## src/sv/bcte_pkg.sv

```systemverilog
// Package for the battery charge trend estimator.
// Holds field widths, the charge limit, register indexes and result codes.
// No dependencies.
package bcte_pkg;

  localparam int HistoryDepthDefault = 6;

  localparam int VoltW  = 12;
  localparam int ChargeW = 15;
  localparam int ConfW  = 7;

  localparam int InDataW  = 32;
  localparam int OutDataW = 40;
  localparam int CfgDataW = 15;

  localparam logic [ChargeW-1:0] ChargeFullQ8 = 15'd25600;

  localparam logic [ConfW-1:0] ConfUnknown     = 7'd20;
  localparam logic [ConfW-1:0] ConfCharging    = 7'd70;
  localparam logic [ConfW-1:0] ConfNotCharging = 7'd60;
  localparam logic [ConfW-1:0] ConfNone        = 7'd0;

  localparam logic RegSocRiseThr  = 1'b0;
  localparam logic RegVoltRiseThr = 1'b1;

  typedef enum logic [1:0] {
    StateUnknown     = 2'd0,
    StateCharging    = 2'd1,
    StateNotCharging = 2'd2
  } trend_code_t;

endpackage

```

## src/sv/battery_charge_trend_estimator.sv

```systemverilog
// An accepted request's result appears in the output register in the next cycle.
// Throughput: one request per cycle while results are taken; s_tready = !m_tvalid |
// m_tready, so the output register is refilled in the cycle its result is taken.
// Reset (rst, synchronous): empties the history (fill count and slot to zero),
// drops the output request, restores threshold defaults 38 and 12.
module battery_charge_trend_estimator #(
  parameter int HISTORY_DEPTH = bcte_pkg::HistoryDepthDefault
) (
  input  logic                          clk,
  input  logic                          rst,
  input  logic                          s_tvalid,
  output logic                          s_tready,
  input  logic [bcte_pkg::InDataW-1:0]  s_tdata,   // vcell_raw[15:0], soc_raw[31:16]
  input  logic                          s_tuser,   // read_ok
  output logic                          m_tvalid,
  input  logic                          m_tready,
  output logic [bcte_pkg::OutDataW-1:0] m_tdata,   // voltage_code[11:0], charge_q8[26:12],
                                                   // trend_code[28:27], confidence[35:29]
  output logic                          m_tuser,   // available
  input  logic                          cfg_we,
  input  logic                          cfg_index,
  input  logic [bcte_pkg::CfgDataW-1:0] cfg_data
);
  import bcte_pkg::*;

  localparam int IdxW  = (HISTORY_DEPTH > 1) ? $clog2(HISTORY_DEPTH) : 1;
  localparam int FillW = $clog2(HISTORY_DEPTH + 1);
  localparam logic [IdxW-1:0]  LastSlot = IdxW'(HISTORY_DEPTH - 1);
  localparam logic [FillW-1:0] FillFull = FillW'(HISTORY_DEPTH);

  logic [ChargeW-1:0] soc_thr;
  logic [VoltW-1:0]   volt_thr;
  logic [ChargeW-1:0] charge_hist [HISTORY_DEPTH];
  logic [VoltW-1:0]   volt_hist   [HISTORY_DEPTH];
  logic [IdxW-1:0]    write_slot, write_slot_next, oldest_slot;
  logic [FillW-1:0]   fill_count;

  logic [VoltW-1:0]   out_volt;
  logic [ChargeW-1:0] out_charge;
  trend_code_t        out_state;
  logic [ConfW-1:0]   out_conf;
  logic               out_avail;

  logic               accept, read_ok, rising;
  logic [15:0]        vcell_raw, soc_raw;
  logic [VoltW-1:0]   vcode;
  logic [ChargeW-1:0] charge;
  logic [ChargeW:0]   charge_lim;
  logic [VoltW:0]     volt_lim;

  assign s_tready  = !m_tvalid || m_tready;
  assign accept    = s_tvalid && s_tready;
  assign read_ok   = s_tuser;
  assign vcell_raw = s_tdata[15:0];
  assign soc_raw   = s_tdata[31:16];

  assign vcode  = vcell_raw[15:4];
  assign charge = (soc_raw > {1'b0, ChargeFullQ8}) ? ChargeFullQ8 : soc_raw[ChargeW-1:0];

  assign write_slot_next = (write_slot == LastSlot) ? '0 : write_slot + 1'b1;
  assign oldest_slot     = write_slot_next;

  // rise above threshold: new > old + thr, one bit wider so the sum cannot wrap
  assign charge_lim = {1'b0, charge_hist[oldest_slot]} + {1'b0, soc_thr};
  assign volt_lim   = {1'b0, volt_hist[oldest_slot]} + {1'b0, volt_thr};
  assign rising     = ({1'b0, charge} > charge_lim) || ({1'b0, vcode} > volt_lim);

  always_ff @(posedge clk) begin
    if (rst) begin
      soc_thr  <= 15'd38;
      volt_thr <= 12'd12;
    end else if (cfg_we) begin
      case (cfg_index)
        RegSocRiseThr:  soc_thr  <= cfg_data;
        RegVoltRiseThr: volt_thr <= cfg_data[VoltW-1:0];
        default: ;
      endcase
    end
  end

  always_ff @(posedge clk) begin
    if (rst) begin
      write_slot <= '0;
      fill_count <= '0;
    end else if (accept && read_ok) begin
      write_slot <= write_slot_next;
      if (fill_count != FillFull) fill_count <= fill_count + 1'b1;
    end
  end

  always_ff @(posedge clk) begin
    if (accept && read_ok) begin
      charge_hist[write_slot] <= charge;
      volt_hist[write_slot]   <= vcode;
    end
  end

  always_ff @(posedge clk) begin
    if (rst) m_tvalid <= 1'b0;
    else if (s_tready) m_tvalid <= s_tvalid;
  end

  always_ff @(posedge clk) begin
    if (accept) begin
      if (!read_ok) begin
        out_avail  <= 1'b0;
        out_volt   <= '0;
        out_charge <= '0;
        out_state  <= StateUnknown;
        out_conf   <= ConfNone;
      end else begin
        out_avail  <= 1'b1;
        out_volt   <= vcode;
        out_charge <= charge;
        if (fill_count != FillFull) begin
          out_state <= StateUnknown;
          out_conf  <= ConfUnknown;
        end else if (rising) begin
          out_state <= StateCharging;
          out_conf  <= ConfCharging;
        end else begin
          out_state <= StateNotCharging;
          out_conf  <= ConfNotCharging;
        end
      end
    end
  end

  assign m_tuser = out_avail;
  assign m_tdata = {4'd0, out_conf, out_state, out_charge, out_volt};

`ifndef NO_ASSERTIONS
  a_fill_bound: assert property (@(posedge clk) disable iff (rst)
    fill_count <= FillFull) else $error("fill count beyond history depth");

  a_slot_bound: assert property (@(posedge clk) disable iff (rst)
    write_slot <= LastSlot) else $error("write slot beyond history depth");

  a_fail_keeps_state: assert property (@(posedge clk) disable iff (rst)
    accept && !read_ok |=> $stable(write_slot) && $stable(fill_count))
    else $error("failed read changed history state");

  a_accept_gives_result: assert property (@(posedge clk) disable iff (rst)
    accept |=> m_tvalid) else $error("accepted request produced no result");

  a_fail_zero: assert property (@(posedge clk) disable iff (rst)
    m_tvalid && !m_tuser |-> out_conf == ConfNone && out_state == StateUnknown)
    else $error("failed read result not cleared");
`endif

endmodule

```

## config.mk

```make
export PLATFORM = sky130hd
export DESIGN_NAME = battery_charge_trend_estimator
export DESIGN_NICKNAME = d
export VERILOG_FILES = /design/src/sv/bcte_pkg.sv /design/src/sv/battery_charge_trend_estimator.sv
export SDC_FILE = /design/constraint.sdc
export NUM_CORES = 1
export LEC_CHECK = 0
export BUFFER_PORTS_ARGS = -buffer_cell sky130_fd_sc_hd__buf_2
export CAP_MARGIN = 20
export CORE_UTILIZATION = 64
export CTS_CLUSTER_DIAMETER = 80
export DETAILED_ROUTE_END_ITERATION = 10
export PLACE_DENSITY = 0.85
export SLEW_MARGIN = 10
export SYNTH_ARGS = -nofsm -noshare
export SYNTH_HDL_FRONTEND = slang
export SYNTH_SLANG_ARGS = --single-unit
```

## constraint.sdc

```tcl
create_clock -name clk -period 12.85 [get_ports clk]
set_input_delay 2.57 -clock clk [delete_from_list [all_inputs] [get_ports clk]]
set_output_delay 2.57 -clock clk [all_outputs]
set_load 0.02 [all_outputs]
```

==> impl_metrics.ini <==
[run_status]
status = finished, final reports clean

[logic_synthesis]
synth_cells = 776
synth.area.mux_share_pct = 8.37
ys.flop_type = edfxtp_1
synthTopCellsByArea = edfxtp_1 (56%), ha_1 (6.8%), dfxtp_1 (6.5%), mux4_2 (5.8%), a21oi_1 (3.7%)
netlist_area_sq_um = 10500
ys_ff_latch = 228
ys_seq_area_share_pct = 62.0
synth_xor_area_share_pct = 1.92
synth_top_cell_by_area = edfxtp_1
synth_top_family_by_area = simple AND/OR/NAND/NOR gates
synth_top_area_share_pct = 55.5
synth-edff-count = 194
synth_warnings = 0
synth.distinct_cells = 53
async_flop_share_pct = 0
yosys.area_share.simple_pct = 10.3
synth_compound_area_share_pct = 7.69
synthAdderAreaFrac_pct = 7.18
synth.avg_cell_area_sq_um = 13.5

[job]
drv_cap = 0

[clocking]
cts_tree = done
root_buffer = clkbuf_16
cts_resized = 0
cts.sink_count = 228
clock_latency_ns = 0.52
cts_buffer_depth = 3
htree_num_levels = 1
cts_buffers = 23
cts_hold_buf = 0
postCtsSetupRepairBufs = 0
path_clk_slew_ns = 0.06

[floorplan]
start_util_pct = 65.8
die_x_microns = 130
num_rows = 46
die_area_sq_um = 16900
die_y_microns = 130
ios = 97
coreArea_sq_um = 15900

[sta]
hold_violations = 0
maxSlewHeadroom_pct = 39.6
finalWorstSetupSlack_ns = 7.15
final-setup-viol-count = 0
period_needed_ns = 5.70
skew_ns = 0.0162
rsz0062_at_grt = no
setup_tns_ns = 0
slew_viol_final = 0
period_share_pct = 44.4
worst_slew_pin_slew_ns = 0.905
fmax_mhz = 175

[power]
sw_frac_of_total_pct = 23.7
leakage_nw = 4.43
p_sw_mw = 0.404
combPwrFrac_pct = 12.4
clockPowerShare_pct = 38.7
ir_drop_uv = 135
power_density_nw_per_um2 = 144
seq_power_share_pct = 48.9
internal_power_mw = 1.30

[grt]
antenna_found_initial = 0
grt_usage_pct = 27.9
grt_pass1_vias = 6651
grt_max_degree = 60
grt-ovfl-total = 0
grt_pass1_wl_mm = 34.8

[routing]
via_per_inst = 6.08
dr.pass1.iters = 5
drc = 0
avgRoutedWirePerCell_microns = 20.8
vias = 6658
drt_iter0_markers = 582
routed_wl_mm = 22.8
final_antenna_net_count = 0

[final_layout]
utilization_pct = 74.4
final_cell_mix = edfxtp_1 (194), buf_2 (87), a21oi_1 (77)
drive_gt1_share_pct = 19.3
final_net_count = 977
area_delta_synth_final_pct = 13.1
num_antenna_cells = 0
final_common_cell = edfxtp_1

[worst_setup_path]
criticalPathCategory = input port to register
crit_required_ns = 13.11
cp-end-kind = register
arrival_ns = 5.96
critPathLaunch = s_tdata[20]
worstSetupStartpointType = input port
r2r_start = write_slot[1]$_SDFFE_PP0P_
crit_fanout = 25

[placed_design]
hpwl_mm = 15.7
gp_congestion = 0.931
place_ws_ns = 6.68
port_buffers = 87

[min_path]
min_from = soc_thr[13]$_SDFFE_PP0P_
hp-class = register to register
-- synth_stat cells, drive strengths merged, types with 14 or more instances --
library cell,count
a21oi,77
and2,29
and3,14
buf,19
clkbuf,21
dfxtp,34
edfxtp,194
ha,57
inv,14
mux2i,27
mux4,27
nand2,70
nor2,51
o21ai,19
-- worst max-delay path, cell delays in order --
cell and delay (ns):
buf_2 0.11, nor4_1 0.35, nand3_1 0.17, a211o_1 0.36, a31oi_4 0.46, nand2b_1 0.31
ha_1 0.40, and3_1 0.16, nand3_1 0.10, o41ai_1 0.39, a211oi_1 0.13, a32oi_2 0.36
nor2_1 0.08
-- kinds of logic after synthesis --
logic type | count (synthesis)
AND/OR/NAND/NOR | 223
multiplexers | 54
other | 1
buffers and inverters | 54
flip-flops | 228
adder cells (fa/ha/maj) | 59
AO/OA/AOI/OAI | 134
XOR/XNOR | 23
-- flip-flops by register name, indices dropped and copies added, names as in the netlist --
register     cells
charge_hist     90
volt_hist       72
out_charge      15
soc_thr         15
out_volt        12
volt_thr        12
fill_count       3
out_conf         3
write_slot       3
m_tuser          1
m_tvalid         1
out_state        1
-- path summary, 6_finish.rpt --
| path | end | depth (start not counted) | slack (ns) |
|---|---|---|---|
| worst max-delay path | out_state[0]$_SDFFCE_PP0P_ | 13 | 7.15 |
| worst min-delay path | soc_thr[13]$_SDFFE_PP0P_ | 2 | 0.47 |
| worst max register to register | out_state[0]$_SDFFCE_PP0P_ | 19 | 7.39 |
| worst min register to register | soc_thr[13]$_SDFFE_PP0P_ | 2 | 0.47 |
-- through the flow --
stage / hold WS [ns] / power [mW] / area, sq um / instances
floorplan: 0.441 / 0.996 / 10500 / 780
global placement: 0.449 / 1.05 / 11100 / 1054
detailed placement: 0.454 / 1.06 / 11100 / 1054
CTS: 0.464 / 1.71 / 11900 / 1094
global route: 0.482 / 1.76 / 11900 / 1095
finish: 0.465 / 1.71 / 11900 / 1095
-- area by class of cell --
class | instances | area (sq um)
clock buffer | 30 | 612
tap | 216 | 270
inverter | 14 | 52.6
sequential | 228 | 6510
fill | 990 | 4080
multi-input combinational | 498 | 3770
timing repair buffer | 99 | 526
clock inverter | 10 | 124
-- per-layer routing --
layer	track usage (%)	up-vias	share of wire [%]
met5	0	-	0
met1	38.6	3261	42
met4	9.64	0	2.7
li1	-	3070	-
met2	45.7	281	48
met3	4.18	46	7.1
-- power groups by stage --
stage / Sequential, mW / Clock, mW / Combinational (mW)
2_1_floorplan: 0.852 / 0 / 0.143
5_1_grt: 0.836 / 0.690 / 0.233
6_report: 0.834 / 0.659 / 0.212
3_5_place_dp: 0.849 / 0 / 0.208
4_1_cts: 0.834 / 0.666 / 0.210
3_3_place_gp: 0.848 / 0 / 0.198
(Power assumes the default switching activity.)
